--- src/rtl/delimited_frame_xor_check_parser_unit_assert.svh ---
// ---------------------------------------------------------------------------
// Assertion macros for the delimited frame parser
// Concurrent checks clocked on clk and held off during reset.
// ---------------------------------------------------------------------------
`ifndef DELIMITED_FRAME_XOR_CHECK_PARSER_UNIT_ASSERT_SVH
`define DELIMITED_FRAME_XOR_CHECK_PARSER_UNIT_ASSERT_SVH

`ifndef SYNTH
`define DFXC_ASSERT_SAME(label, ante, cons, msg) \
	label: assert property (@(posedge clk) disable iff (!arst_n) (ante) |-> (cons)) \
		else $error(msg);
`define DFXC_ASSERT_NEXT(label, ante, cons, msg) \
	label: assert property (@(posedge clk) disable iff (!arst_n) (ante) |=> (cons)) \
		else $error(msg);
`else
`define DFXC_ASSERT_SAME(label, ante, cons, msg)
`define DFXC_ASSERT_NEXT(label, ante, cons, msg)
`endif

`endif

--- src/rtl/dfxc_pkg.sv ---
// ---------------------------------------------------------------------------
// Delimited frame parser package
// Result kinds, register indexes, reset values and the result record.
// ---------------------------------------------------------------------------
package dfxc_pkg;

	localparam logic [1:0] KIND_BODY      = 2'd0;
	localparam logic [1:0] KIND_ACCEPTED  = 2'd1;
	localparam logic [1:0] KIND_BAD_END   = 2'd2;
	localparam logic [1:0] KIND_BAD_CHECK = 2'd3;

	localparam logic [0:0] REG_START_MARKER = 1'd0;
	localparam logic [0:0] REG_END_MARKER   = 1'd1;

	localparam logic [7:0] START_MARKER_RST = 8'hF0;
	localparam logic [7:0] END_MARKER_RST   = 8'h0F;

	typedef struct packed {
		logic [1:0] kind;
		logic [7:0] data_byte;
		logic [7:0] frame_serial;
		logic [7:0] frame_command;
		logic [2:0] command_class;
		logic [7:0] body_length;
		logic       last;
	} result_t;

endpackage

--- src/rtl/delimited_frame_xor_check_parser_unit.sv ---
// ---------------------------------------------------------------------------
// Delimited frame parser with XOR check
// Hunts for the start marker, passes body bytes, checks end marker and XOR.
// ---------------------------------------------------------------------------
//  channel | signals                         | beat
//  in      | in_valid, in_ready, byte_in     | one link byte
//  out     | out_valid, out_ready, fields    | body byte or frame verdict
//  cfg     | cfg_write, cfg_index, cfg_data  | marker register write
//
// One byte per cycle unless a held result stalls input; a result shows in the cycle after its byte is taken.
// The frame phase register steps once per accepted byte.
// A held result stalls input only when out_ready is low.
// Reset returns to the hunt phase with markers 0xF0 and 0x0F.
// ---------------------------------------------------------------------------
`include "delimited_frame_xor_check_parser_unit_assert.svh"

module delimited_frame_xor_check_parser_unit (
	input  logic       clk,
	input  logic       arst_n,
	input  logic       cfg_write,
	input  logic [0:0] cfg_index,
	input  logic [7:0] cfg_data,
	input  logic       in_valid,
	output logic       in_ready,
	input  logic [7:0] byte_in,
	output logic       out_valid,
	input  logic       out_ready,
	output logic [1:0] kind,
	output logic [7:0] data_byte,
	output logic [7:0] frame_serial,
	output logic [7:0] frame_command,
	output logic [2:0] command_class,
	output logic [7:0] body_length,
	output logic       last
);

	logic [7:0]        start_marker_q;
	logic [7:0]        end_marker_q;
	logic              step;
	logic              res_valid;
	dfxc_pkg::result_t res;
	dfxc_pkg::result_t res_q;

	always_ff @(posedge clk or negedge arst_n) begin
		if (!arst_n) begin
			start_marker_q <= dfxc_pkg::START_MARKER_RST;
			end_marker_q   <= dfxc_pkg::END_MARKER_RST;
		end else if (cfg_write) begin
			unique case (cfg_index)
				dfxc_pkg::REG_START_MARKER: start_marker_q <= cfg_data;
				dfxc_pkg::REG_END_MARKER:   end_marker_q   <= cfg_data;
				default: ;
			endcase
		end
	end

	assign in_ready = !out_valid || out_ready;
	assign step     = in_valid && in_ready;

	dfxc_frame_fsm u_fsm (
		.clk          (clk),
		.arst_n       (arst_n),
		.step         (step),
		.byte_in      (byte_in),
		.start_marker (start_marker_q),
		.end_marker   (end_marker_q),
		.res_valid    (res_valid),
		.res          (res)
	);

	dfxc_out_reg u_out (
		.clk       (clk),
		.arst_n    (arst_n),
		.load      (step && res_valid),
		.res       (res),
		.out_ready (out_ready),
		.out_valid (out_valid),
		.res_q     (res_q)
	);

	assign kind          = res_q.kind;
	assign data_byte     = res_q.data_byte;
	assign frame_serial  = res_q.frame_serial;
	assign frame_command = res_q.frame_command;
	assign command_class = res_q.command_class;
	assign body_length   = res_q.body_length;
	assign last          = res_q.last;

	`DFXC_ASSERT_NEXT(a_out_held, out_valid && !out_ready, out_valid, "result beat dropped")
	`DFXC_ASSERT_SAME(a_last_kind, out_valid, last == (kind != dfxc_pkg::KIND_BODY), "last/kind mismatch")
	`DFXC_ASSERT_SAME(a_verdict_zero, out_valid && last, data_byte == 8'h00, "verdict carries data")
	`DFXC_ASSERT_SAME(a_class_range, out_valid, command_class <= 3'd4, "command class out of range")

endmodule

--- src/rtl/dfxc_frame_fsm.sv ---
// ---------------------------------------------------------------------------
// Frame phase tracker
// Steps the frame phase on each accepted byte and forms its result.
// ---------------------------------------------------------------------------
module dfxc_frame_fsm (
	input  logic              clk,
	input  logic              arst_n,
	input  logic              step,
	input  logic [7:0]        byte_in,
	input  logic [7:0]        start_marker,
	input  logic [7:0]        end_marker,
	output logic              res_valid,
	output dfxc_pkg::result_t res
);

	typedef enum logic [6:0] {
		PH_HUNT    = 7'b0000001,
		PH_SERIAL  = 7'b0000010,
		PH_COMMAND = 7'b0000100,
		PH_LENGTH  = 7'b0001000,
		PH_BODY    = 7'b0010000,
		PH_CHECK   = 7'b0100000,
		PH_END     = 7'b1000000
	} phase_t;

	localparam logic [2:0] CLS_GENERAL     = 3'd0;
	localparam logic [2:0] CLS_QUERY       = 3'd1;
	localparam logic [2:0] CLS_REPORT      = 3'd2;
	localparam logic [2:0] CLS_PASSTHROUGH = 3'd3;
	localparam logic [2:0] CLS_OTHER       = 3'd4;

	function automatic logic [2:0] classify(input logic [7:0] cmd);
		logic [2:0] cls;
		priority if (cmd == 8'h80 || cmd == 8'h00) cls = CLS_GENERAL;
		else if (cmd == 8'h81) cls = CLS_QUERY;
		else if (cmd == 8'h01) cls = CLS_REPORT;
		else if (cmd == 8'h09 || cmd == 8'h89) cls = CLS_PASSTHROUGH;
		else cls = CLS_OTHER;
		return cls;
	endfunction

	phase_t     phase_q, phase_d;
	logic [7:0] serial_q, serial_d;
	logic [7:0] command_q, command_d;
	logic [2:0] class_q, class_d;
	logic [7:0] length_q, length_d;
	logic [7:0] remaining_q, remaining_d;
	logic [7:0] xor_q, xor_d;
	logic [7:0] check_q, check_d;

	always_comb begin
		phase_d     = phase_q;
		serial_d    = serial_q;
		command_d   = command_q;
		class_d     = class_q;
		length_d    = length_q;
		remaining_d = remaining_q;
		xor_d       = xor_q;
		check_d     = check_q;
		res_valid   = 1'b0;
		res.kind          = dfxc_pkg::KIND_BODY;
		res.data_byte     = 8'h00;
		res.frame_serial  = serial_q;
		res.frame_command = command_q;
		res.command_class = class_q;
		res.body_length   = length_q;
		res.last          = 1'b0;
		unique case (phase_q)
			PH_SERIAL: begin
				serial_d = byte_in;
				xor_d    = byte_in;
				phase_d  = PH_COMMAND;
			end
			PH_COMMAND: begin
				command_d = byte_in;
				class_d   = classify(byte_in);
				xor_d     = xor_q ^ byte_in;
				phase_d   = PH_LENGTH;
			end
			PH_LENGTH: begin
				length_d    = byte_in;
				remaining_d = byte_in;
				xor_d       = xor_q ^ byte_in;
				phase_d     = (byte_in == 8'h00) ? PH_CHECK : PH_BODY;
			end
			PH_BODY: begin
				xor_d         = xor_q ^ byte_in;
				remaining_d   = remaining_q - 8'd1;
				phase_d       = (remaining_q == 8'd1) ? PH_CHECK : PH_BODY;
				res_valid     = 1'b1;
				res.data_byte = byte_in;
			end
			PH_CHECK: begin
				check_d = byte_in;
				phase_d = PH_END;
			end
			PH_END: begin
				phase_d   = PH_HUNT;
				res_valid = 1'b1;
				res.last  = 1'b1;
				priority if (byte_in != end_marker) res.kind = dfxc_pkg::KIND_BAD_END;
				else if (xor_q != check_q) res.kind = dfxc_pkg::KIND_BAD_CHECK;
				else res.kind = dfxc_pkg::KIND_ACCEPTED;
			end
			default: begin
				phase_d = (byte_in == start_marker) ? PH_SERIAL : PH_HUNT;
			end
		endcase
	end

	always_ff @(posedge clk or negedge arst_n) begin
		if (!arst_n) begin
			phase_q <= PH_HUNT;
		end else if (step) begin
			phase_q <= phase_d;
		end
	end

	// hold frame fields; every one is written before it is read
	always_ff @(posedge clk) begin
		if (step) begin
			serial_q    <= serial_d;
			command_q   <= command_d;
			class_q     <= class_d;
			length_q    <= length_d;
			remaining_q <= remaining_d;
			xor_q       <= xor_d;
			check_q     <= check_d;
		end
	end

endmodule

--- src/rtl/dfxc_out_reg.sv ---
// ---------------------------------------------------------------------------
// Result output register
// Holds one result beat until the consumer takes it.
// ---------------------------------------------------------------------------
module dfxc_out_reg (
	input  logic              clk,
	input  logic              arst_n,
	input  logic              load,
	input  dfxc_pkg::result_t res,
	input  logic              out_ready,
	output logic              out_valid,
	output dfxc_pkg::result_t res_q
);

	logic valid_q;

	always_ff @(posedge clk or negedge arst_n) begin
		if (!arst_n) begin
			valid_q <= 1'b0;
		end else if (load) begin
			valid_q <= 1'b1;
		end else if (out_ready) begin
			valid_q <= 1'b0;
		end
	end

	always_ff @(posedge clk) begin
		if (load) begin
			res_q <= res;
		end
	end

	assign out_valid = valid_q;

endmodule
--- config.mk ---
export PLATFORM = sky130hd
export DESIGN_NAME = delimited_frame_xor_check_parser_unit
export DESIGN_NICKNAME = d
export VERILOG_FILES = /design/src/rtl/dfxc_pkg.sv /design/src/rtl/delimited_frame_xor_check_parser_unit.sv /design/src/rtl/dfxc_frame_fsm.sv /design/src/rtl/dfxc_out_reg.sv
export VERILOG_INCLUDE_DIRS = /design/src /design/src/rtl
export SDC_FILE = /design/constraint.sdc
export NUM_CORES = 1
export LEC_CHECK = 0
export ABC_AREA = 1
export CORE_AREA = 3 3 128 130
export CTS_CLUSTER_DIAMETER = 150
export DETAILED_ROUTE_END_ITERATION = 12
export DIE_AREA = 0 0 131 133
export DONT_BUFFER_PORTS = 1
export RECOVER_POWER = 100
export SLEW_MARGIN = 20
export SYNTH_ARGS = -nofsm -noshare
export SYNTH_HDL_FRONTEND = slang
export SYNTH_SLANG_ARGS = --single-unit
--- constraint.sdc ---
create_clock -name clk -period 4.7 [get_ports clk]
set_input_delay 0.47 -clock clk [delete_from_list [all_inputs] [get_ports clk]]
set_output_delay 0.47 -clock clk [all_outputs]
set_load 0.005 [all_outputs]
; After elaboration in Yosys (flattened, before gate mapping)
; Cells that the tools add are included.
[op_classes]
n_reduce_logical = 23
mux = 15
n_eq_ne = 15
n_addsub = 1
n_bitwise = 3
[ops]
columns = op, count
row1 = one-hot mux 7 bit (6 select lines), 1
row2 = one-hot mux 8 bit (2 select lines), 2
row3 = "== test 8 bit, second input constant", 3
row4 = "== test 8 x 1 -> 1 bit, second input constant", 2
row5 = != test 8 bit, 2
row6 = AND reduction 2 bit, 8
row7 = two-way mux 6 bit, 2
row8 = "== test 8 x 4 -> 1 bit, second input constant", 1
row9 = == test 8 bit, 1
row10 = logical NOT 8 bit, 1
row11 = two-way mux 2 bit, 4
row12 = "subtractor 8 x 1 -> 8 bit, second input constant", 1
row13 = bitwise XOR 8 bit, 1
row14 = "== test 7 x 2 -> 1 bit, second input constant", 1
row15 = "== test 7 x 3 -> 1 bit, second input constant", 1
row16 = "== test 7 x 4 -> 1 bit, second input constant", 1
row17 = "== test 7 x 5 -> 1 bit, second input constant", 1
row18 = "== test 7 x 6 -> 1 bit, second input constant", 1
row19 = "== test 7 bit, second input constant", 1
row20 = nonzero test 2 bit, 3
row21 = OR reduction 2 bit, 3
row22 = OR reduction 3 bit, 2
row23 = two-way mux 1 bit, 5
row24 = logical OR 1 bit, 3
row25 = 4 further kinds, 6
[word_totals]
output_inout_bits = 40
reg_bits = 113
wordCells = 78

; Longest topological paths before layout
; Gate-level depths: netlist (run 1).
[depth]
depth_word = 5
ltp_mapped = 10
mapped_depth_nobuf = 9

; Modules after synthesis
; Synthesis (run 1) repeated with hierarchy kept, for this count alone.
[unflattened]
cells_unflattened = 385
hier_area_um2 = 4672.0
[modules_own_cells]
columns = mod, area_per_inst_um2, cells_each, instances, seq_area_each_um2
row1 = dfxc_frame_fsm, 2795.2, 266, 1, 1707.9
row2 = dfxc_out_reg, 1181.1, 43, 1, 1166.1
row3 = delimited_frame_xor_check_parser_unit, 695.7, 76, 1, 410.4

; Worst setup path before layout (run 1)
; Ideal clock, no wire load.
[synth_timing]
path_type = reg-to-reg
start = reg u_fsm.phase_q[5]
end = reg, netlist name u_out.res_q[0]
required_ps = 4266
arrival_time_ps = 2571
path_stages_with_launch = 7
period_less_slack_ps = 3005
setup_slack_ps = 1695
path_cell_list = dfrtp_1 -> nor3_1 -> nand2_2 -> buf_6 -> clkinv_4 -> nor2_1 -> nor2_1
[synth_via]
elab_chain_len = 4
[synth_rtl]
columns = item, line_no
row1 = "start, declared", dfxc_frame_fsm.sv:42  ; phase_t phase_q, phase_d;
row2 = "start signal, assigned", dfxc_frame_fsm.sv:115  ; phase_q <= phase_d;
row3 = == test 7 x 5 -> 1 bit or == test 7 bit (tied branches), dfxc_frame_fsm.sv:68  ; unique case (phase_q)
row4 = OR reduction 2 bit (no source line) *, --
row5 = two-way mux 1 bit *, dfxc_frame_fsm.sv:68
row6 = logical AND 1 bit *, delimited_frame_xor_check_parser_unit.sv:74  ; .load (step && res_valid),
row7 = named net u_out.load, dfxc_out_reg.sv:8  ; input logic load,
; The timed path passes the listed nets; every way through them passes the cells marked *.
; A chain may end at the register's enable or synchronous reset.

; Worst setup path in the final report (run 1)
[layout_timing]
start = reg u_fsm.phase_q[0]
end = reg, netlist name u_out.res_q[36]
[layout_via]
elab_chain_len = 4
[layout_rtl]
columns = item, line_no
row1 = == test 7 x 5 -> 1 bit or == test 7 bit (tied branches), dfxc_frame_fsm.sv:68
row2 = OR reduction 2 bit (no source line) *, --
row3 = two-way mux 1 bit *, dfxc_frame_fsm.sv:68
row4 = logical AND 1 bit *, delimited_frame_xor_check_parser_unit.sv:74
row5 = named net u_out.load, dfxc_out_reg.sv:8
; Marked as above.

==> results of run 1 <==
## through the flow
stage,std cells,instance area (µm²),power (W),util (%),hold WS (ns)
final,613,5395,0.002371,35.36,0.1560
after global placement,578,4837,0.001192,31.70,0.1753
after detailed placement,578,4840,0.001196,31.72,0.1753
after CTS,612,5429,0.002405,35.58,0.1352
after floorplan,372,4598,0.001182,-,0.1744
after global routing,613,5395,0.002460,35.36,0.1202
## kinds of logic after synthesis
kind of cell	count (synthesis)	synth area share, %
and+or+nand+nor	143	13.47
xor gates and xnor gates	33	6.286
buffers and inverters	45	4.163
DFF	113	71.43
AOI/OAI and AO/OA	36	4.109
adders and majority gates	2	0.5441
## registers in the layout (all words and copies together), names as in the netlist
name               cells
u_out.res_q           38
u_fsm.remaining_q      8
u_fsm.length_q         8
end_marker_q           8
start_marker_q         8
u_fsm.check_q          8
u_fsm.phase_q          7
u_fsm.command_q        8
u_fsm.class_q          3
u_out.out_valid        1
u_fsm.serial_q         8
u_fsm.xor_q            8
## where the power goes
part / switching [W] / total, W / internal (W)
combinational: 0.0000407 / 0.0000687 / 0.0000280
sequential: 0.0000127 / 0.00111 / 0.00110
clock: 0.000465 / 0.00119 / 0.000728
## cell type report
class                           instances  area (µm²)  share of cell area [%]
Sequential cell                       113        3284                   60.88
Multi-Input combinational cell        214        1095                   20.29
Clock buffer                           17       425.4                   7.885
Tap cell                              211       264.0                   4.893
Inverter                               39       147.6                   2.737
Clock inverter                         15       133.9                   2.481
Timing Repair Buffer                    4       45.04                  0.8349
## Yosys cell counts (3+ instances only)
cell type / count / area (µm²)
edfxtp_1: 89 / 2673
nand2_1: 75 / 281.5
nor2_1: 36 / 135.1
inv_1: 34 / 127.6
o21ai_0: 23 / 115.1
xnor2_1: 19 / 166.4
dfrtp_1: 15 / 375.4
xor2_1: 14 / 122.6
nand3_1: 10 / 50.05
dfstp_2: 9 / 236.5
nor3_1: 5 / 25.02
o21ai_1: 5 / 25.02
a21oi_1: 4 / 20.02
inv_2: 4 / 15.01
nand2_2: 4 / 25.02
nand4_1: 3 / 18.77
## worst min path at each step
| stage | start | to | cells after the start |
|---|---|---|---|
| 6_report | byte_in[3] | u_fsm.length_q[3]$_DFFE_PP_ | 0 |
| 5_1_grt | byte_in[3] | u_fsm.serial_q[3]$_DFFE_PP_ | 0 |
| 4_1_cts | byte_in[1] | u_fsm.length_q[1]$_DFFE_PP_ | 0 |
| 3_5_place_dp | arst_n | start_marker_q[3]$_DFFE_PN0P_ | 0 |
| 3_3_place_gp | arst_n | end_marker_q[6]$_DFFE_PN0P_ | 0 |
| 2_1_floorplan | arst_n | end_marker_q[4]$_DFFE_PN0P_ | 0 |
## layout by cell type (no fill, tap or decap), drive strengths merged
master	count
edfxtp	89
nand2	81
inv	42
nor2	39
o21ai	28
xnor2	19
clkbuf	19
dfrtp	15
xor2	14
nand3	10
dfstp	9
clkinvlp	6
nor3	5
clkinv	5
a21oi	4
nand4	4
nor4	2
or2	2
o21bai	2
ha	2
a31oi	1
o21a	1
bufinv	1
dlygate4sd3	1
buf	1
## routing by layer
layer / share of wire (%) / vias up
met5: 0 / -
met4: 0.77 / 0
met3: 6.2 / 4
met2: 46 / 78
met1: 47 / 1220
li1: - / 1283
## repair_timing
action / 4_1_cts / 5_1_grt
hold buffers: 2 / 0
hold endpoints to repair: 24 / 0
gates resized for setup: 0 / 0
==> impl_metrics.json, run 1 <==
{
  "initial_core_util_pct": 30.14,
  "yosys_warnings": 0,
  "crit_chain": "inv_1 > nand2_1 > nor2_1 > nand2_1 > clkinvlp_2 > nor2_1 > nor2_1 > buf_16",
  "fin_crit_sh_pct": 68.26,
  "timing.max_cap.violations": 0,
  "cp_num_buf_inv": 3,
  "place_ws_ns": 1.927,
  "power_density_mw_per_mm2": 439.5,
  "syn_inst": 372,
  "path_depth": 8,
  "finalCriticalPeriod_ns": 3.208,
  "finClkSkew_ns": 0.01053,
  "fillers": 1494,
  "crit_path_end": "u_out.res_q[36]$_SDFFCE_PP0P_",
  "vdd_ir_drop_max_v": 0.0002406,
  "slew_headroom_pct": 10.19,
  "vias": 2585,
  "numCtsBuffers": 17,
  "layout_setup_ws_ns": 1.492,
  "cts_sinks": 113,
  "outcome": "finished, final reports clean",
  "startpoint": "u_fsm.phase_q[0]$_DFFE_PN1N_",
  "cts.reportedPaths.clkPinSlew_ns": 0.06,
  "crit_arrival_ns": 3.31,
  "cellLeakagePower_nw": 2.005,
  "rr_endpoint": "u_out.res_q[36]$_SDFFCE_PP0P_",
  "r2r_start": "u_fsm.phase_q[0]$_DFFE_PN1N_",
  "cts_tree": "done",
  "cp_slowest_cell": "nor2_1",
  "die_h_um": 133,
  "drc": 0,
  "grt_use_met2_pct": 15.89,
  "synth_area_mm2": 0.004598,
  "ys_types": 31,
  "grt_max_degree": 39,
  "met3_usage_pct": 5.571,
  "overflow": 0,
  "drt_pre_antenna_iters": 4,
  "max_stage_delay_ns": 1.00,
  "crit_path_start_kind": "flop",
  "hold_viol": 0,
  "die_area_mm2": 0.01742,
  "worst_pin_slew_ns": 1.342,
  "grt_first_pass_wirelength_um": 14120,
  "final_antenna_net_count": 0,
  "met1_usage_pct": 14.33,
  "rsz0062_at_grt": "false",
  "htree_levels": 4,
  "fmax_ghz": 0.3117,
  "wl_um": 9098,
  "crit_type": "reg -> reg",
  "insertion_delay_ns": 0.41,
  "cp_max_fo": 25,
  "critPathRequiredTime_ns": 4.80,
  "crit_path_end_kind": "flop",
  "setup_tns_ns": 0,
  "avgSynthCellArea_um2": 12.36,
  "setup_viol": 0,
  "clockBufferDepth": 2,
  "reg2reg_depth": 8,
  "gp_congestion": 0.7970,
  "hpwl_um": 6186,
  "drive_above_1_share_pct": 10.95,
  "cp_top_family": "simple AND/OR/NAND/NOR gates",
  "area_growth_pct": 17.33,
  "report.final.slew_viol_count": 0,
  "antenna_found_initial": 0,
  "grt_use_total_pct": 11.10,
  "n_antenna_cell": 0,
  "synth_flop_cell": "edfxtp_1",
  "top_usage_layer": "met2",
  "ys_async_sr_fraction_pct": 21.24,
  "core-area_mm2": 0.01526,
  "io_pins": 62,
  "synth-edff-count": 89,
  "hp-class": "in -> reg",
  "fin_nets": 413,
  "synth-seq-area-share_pct": 71.43,
  "postCtsSetupBuffers": 0,
  "ff2ff_setup_slack_ns": 1.49,
  "grt_pass1_vias": 2582,
  "synthesis.nets": 396,
  "cpMostUsedCell": "nor2_1",
  "drt_iter0_drc": 178,
  "cts-root-buf": "clkbuf_16",
  "viasPerCell": 4.217,
  "ys_ff_latch": 113,
  "port_buffers": 0,
  "die_x_um": 131,
  "rows": 45,
  "wl_per_cell_um": 14.84
}
Note: power is estimated with default switching activity, not from simulation.
==> run 2: changes to the inputs <==
Settings changed: ABC_AREA 1 to 0, CORE_AREA 3 3 128 130 to 3 3 127 129, DIE_AREA 0 0 131 133 to 0 0 130 132.
Clock period 4.7 ns to 3 ns, I/O delays scaled along.
==> impl_metrics.json, run 2 <==
{
  "synth_area_leaders": "edfxtp_1 (59%), dfrtp_1 (8.3%), dfstp_2 (5.2%), xnor2_1 (5.0%), mux2_2 (4.2%)",
  "r2r_start": "u_fsm.phase_q[1]$_DFFE_PN0N_",
  "crit_path_end": "u_out.res_q[7]$_DFFE_PP_",
  "antenna_found_initial": 0,
  "ys_ff_latch": 113,
  "grt_first_pass_wirelength_um": 14490,
  "synth-edff-count": 89,
  "worst_pin_slew_ns": 1.298,
  "initial_core_util_pct": 29.95,
  "crit_type": "reg -> reg",
  "synth_flop_cell": "edfxtp_1",
  "yosys_warnings": 0,
  "reg2reg_depth": 4,
  "final_cell_mix": "edfxtp_1 (89), nand2_1 (28), xnor2_1 (26)",
  "io_pins": 62,
  "clockBufferDepth": 2,
  "synth_top_area_cell": "edfxtp_1",
  "ys_types": 41,
  "crit_path_start_kind": "flop",
  "fmax_ghz": 0.3970,
  "n_antenna_cell": 0,
  "die_h_um": 132,
  "avgSynthCellArea_um2": 15.02,
  "numCtsBuffers": 17,
  "ys_async_sr_fraction_pct": 21.24,
  "rr_endpoint": "u_out.res_q[7]$_DFFE_PP_",
  "drc": 0,
  "cp_num_buf_inv": 1,
  "fin_util_pct": 35.95,
  "fin_nets": 344,
  "grt_use_total_pct": 11.54,
  "slew_headroom_pct": 13.50,
  "drt_pre_antenna_iters": 4,
  "overflow": 0,
  "wl_per_cell_um": 17.91,
  "grt_pass1_vias": 2446,
  "crit_path_end_kind": "flop",
  "fin_crit_sh_pct": 83.95,
  "hpwl_um": 6104,
  "die_area_mm2": 0.01716,
  "drive_above_1_share_pct": 16.82,
  "rsz0062_at_grt": "false",
  "finClkSkew_ns": 0.009818,
  "htree_levels": 4,
  "synthesis.nets": 326,
  "synth_area_mm2": 0.004536,
  "grt_max_degree": 30,
  "vias": 2403,
  "cts_resized": 0,
  "crit_chain": "nor4_1 > nand3_1 > a21oi_4 > buf_12",
  "outcome": "finished, final reports clean",
  "viasPerCell": 4.612,
  "final_antenna_net_count": 0,
  "area_growth_pct": 20.06,
  "ff2ff_setup_slack_ns": 0.48,
  "hp-class": "in -> reg",
  "syn_inst": 302,
  "cts_sinks": 113,
  "startpoint": "u_fsm.phase_q[1]$_DFFE_PN0N_",
  "regMostFlops": "u_out.res_q",
  "setup_tns_ns": 0,
  "power_density_mw_per_mm2": 733.6,
  "crit_arrival_ns": 2.61,
  "cp_max_fo": 29,
  "port_buffers": 0,
  "critPathRequiredTime_ns": 3.09,
  "cts.reportedPaths.clkPinSlew_ns": 0.05,
  "insertion_delay_ns": 0.40,
  "die_x_um": 130,
  "hold_viol": 0,
  "cellLeakagePower_nw": 1.855,
  "cp_slowest_cell": "a21oi_4",
  "cts-root-buf": "clkbuf_16",
  "finalCriticalPeriod_ns": 2.519,
  "report.final.slew_viol_count": 0,
  "synth-seq-area-share_pct": 72.41,
  "synth_most_common_cell": "edfxtp_1",
  "cp_top_family": "simple AND/OR/NAND/NOR gates",
  "core-area_mm2": 0.01515,
  "vdd_ir_drop_max_v": 0.0003816,
  "setup_viol": 0,
  "largest_reg_flops": 38,
  "timing.max_cap.violations": 0,
  "rows": 45,
  "drt_iter0_drc": 136,
  "final_common_cell": "edfxtp_1",
  "gp_congestion": 0.8182,
  "path_depth": 4,
  "wl_um": 9332,
  "synth_top_area_share_pct": 58.92,
  "cts_tree": "done",
  "synth_common_cells": "edfxtp_1 (89), nand2_1 (28), xnor2_1 (26), mux2_2 (17), dfrtp_1 (15)",
  "max_stage_delay_ns": 0.52
}
## run 2: cell count changes after synthesis, moves of 4 or more
cell / delta
and2_1: +7
clkbuf_1: +9
inv_1: -28
inv_2: -4
mux2_2: +17
nand2_1: -47
nand2_2: -4
nand2b_1: +4
nand3_1: -5
nor2_1: -22
nor4_1: +7
o21ai_0: -16
xnor2_1: +7
## run 2: layout make-up
cell class / instances / area (µm²)
timing repair buffer: 15 / 128.9
clock buffer: 18 / 429.2
fill: 1423 / 9701
tap: 188 / 235.2
multi-input combinational: 167 / 1141
sequential: 113 / 3284
inverter: 6 / 22.52
clock inverter: 14 / 203.9
## run 2: worst min-delay path by stage
stage / depth (start not counted) / slack (ns) / endpoint / startpoint
6_report: 1 / 0.05 / end_marker_q[4]$_DFFE_PN0P_ / cfg_data[4]
5_1_grt: 1 / 0.03 / start_marker_q[5]$_DFFE_PN1P_ / cfg_data[5]
4_1_cts: 1 / 0.03 / end_marker_q[4]$_DFFE_PN0P_ / cfg_data[4]
3_5_place_dp: 0 / 0.005 / start_marker_q[3]$_DFFE_PN0P_ / arst_n
3_3_place_gp: 0 / 0.005 / end_marker_q[4]$_DFFE_PN0P_ / arst_n
2_1_floorplan: 0 / 0.004 / end_marker_q[4]$_DFFE_PN0P_ / arst_n
## run 2: kinds of logic (layout without fill, tap and decap cells)
family          after synthesis  in the layout  share of synthesized area, %
compound gates               26             26                         3.421
buf+inv                      22             53                         2.262
fa+ha+maj                     2              2                        0.5516
xor+xnor                     38             38                         7.338
flops                       113            113                         72.41
simple gates                 84             84                         9.793
mux                          17             17                         4.221
## run 2: worst register-to-register path: stages, from the launching register on
cell,delay [ns]
dfrtp_1,0.44
nor4_1,0.49
nand3_1,0.51
a21oi_4,0.52
buf_12,0.24
## run 2: timing repair
action,CTS,global route
hold buffers,10,0
setup buffers,0,0
endpoints found under the hold margin,56,0
## run 2: routing by layer
metal / vias up / global-route usage [%] / wire length [µm]
met5: - / 0 / 0
met4: 0 / 3.349 / 74
met3: 5 / 4.376 / 540
met2: 76 / 17.34 / 4539
met1: 1183 / 15.58 / 4178
li1: 1139 / - / -
## run 2: where the power goes
| group | internal [W] | total (W) | switching [W] |
|---|---|---|---|
| clock network | 0.00140 | 0.00211 | 0.000712 |
| registers | 0.00173 | 0.00175 | 0.0000241 |
| logic | 0.0000708 | 0.000130 | 0.0000593 |
| total | 0.00320 | 0.00399 | 0.000795 |
## run 2: stage by stage
step           total power (W)  setup WS [ns]  hold slack (ns)  instance area (µm²)  cells
6_report              0.003995         0.4814          0.04624                 5445    521
5_1_grt               0.004135         0.2419          0.02762                 5445    521
4_1_cts               0.004050         0.5002          0.03051                 5508    521
3_5_place_dp          0.001895         0.5259         0.005216                 4765    479
3_3_place_gp          0.001890         0.5854         0.005167                 4765    479
2_1_floorplan         0.001886         0.1982         0.004409                 4539    302
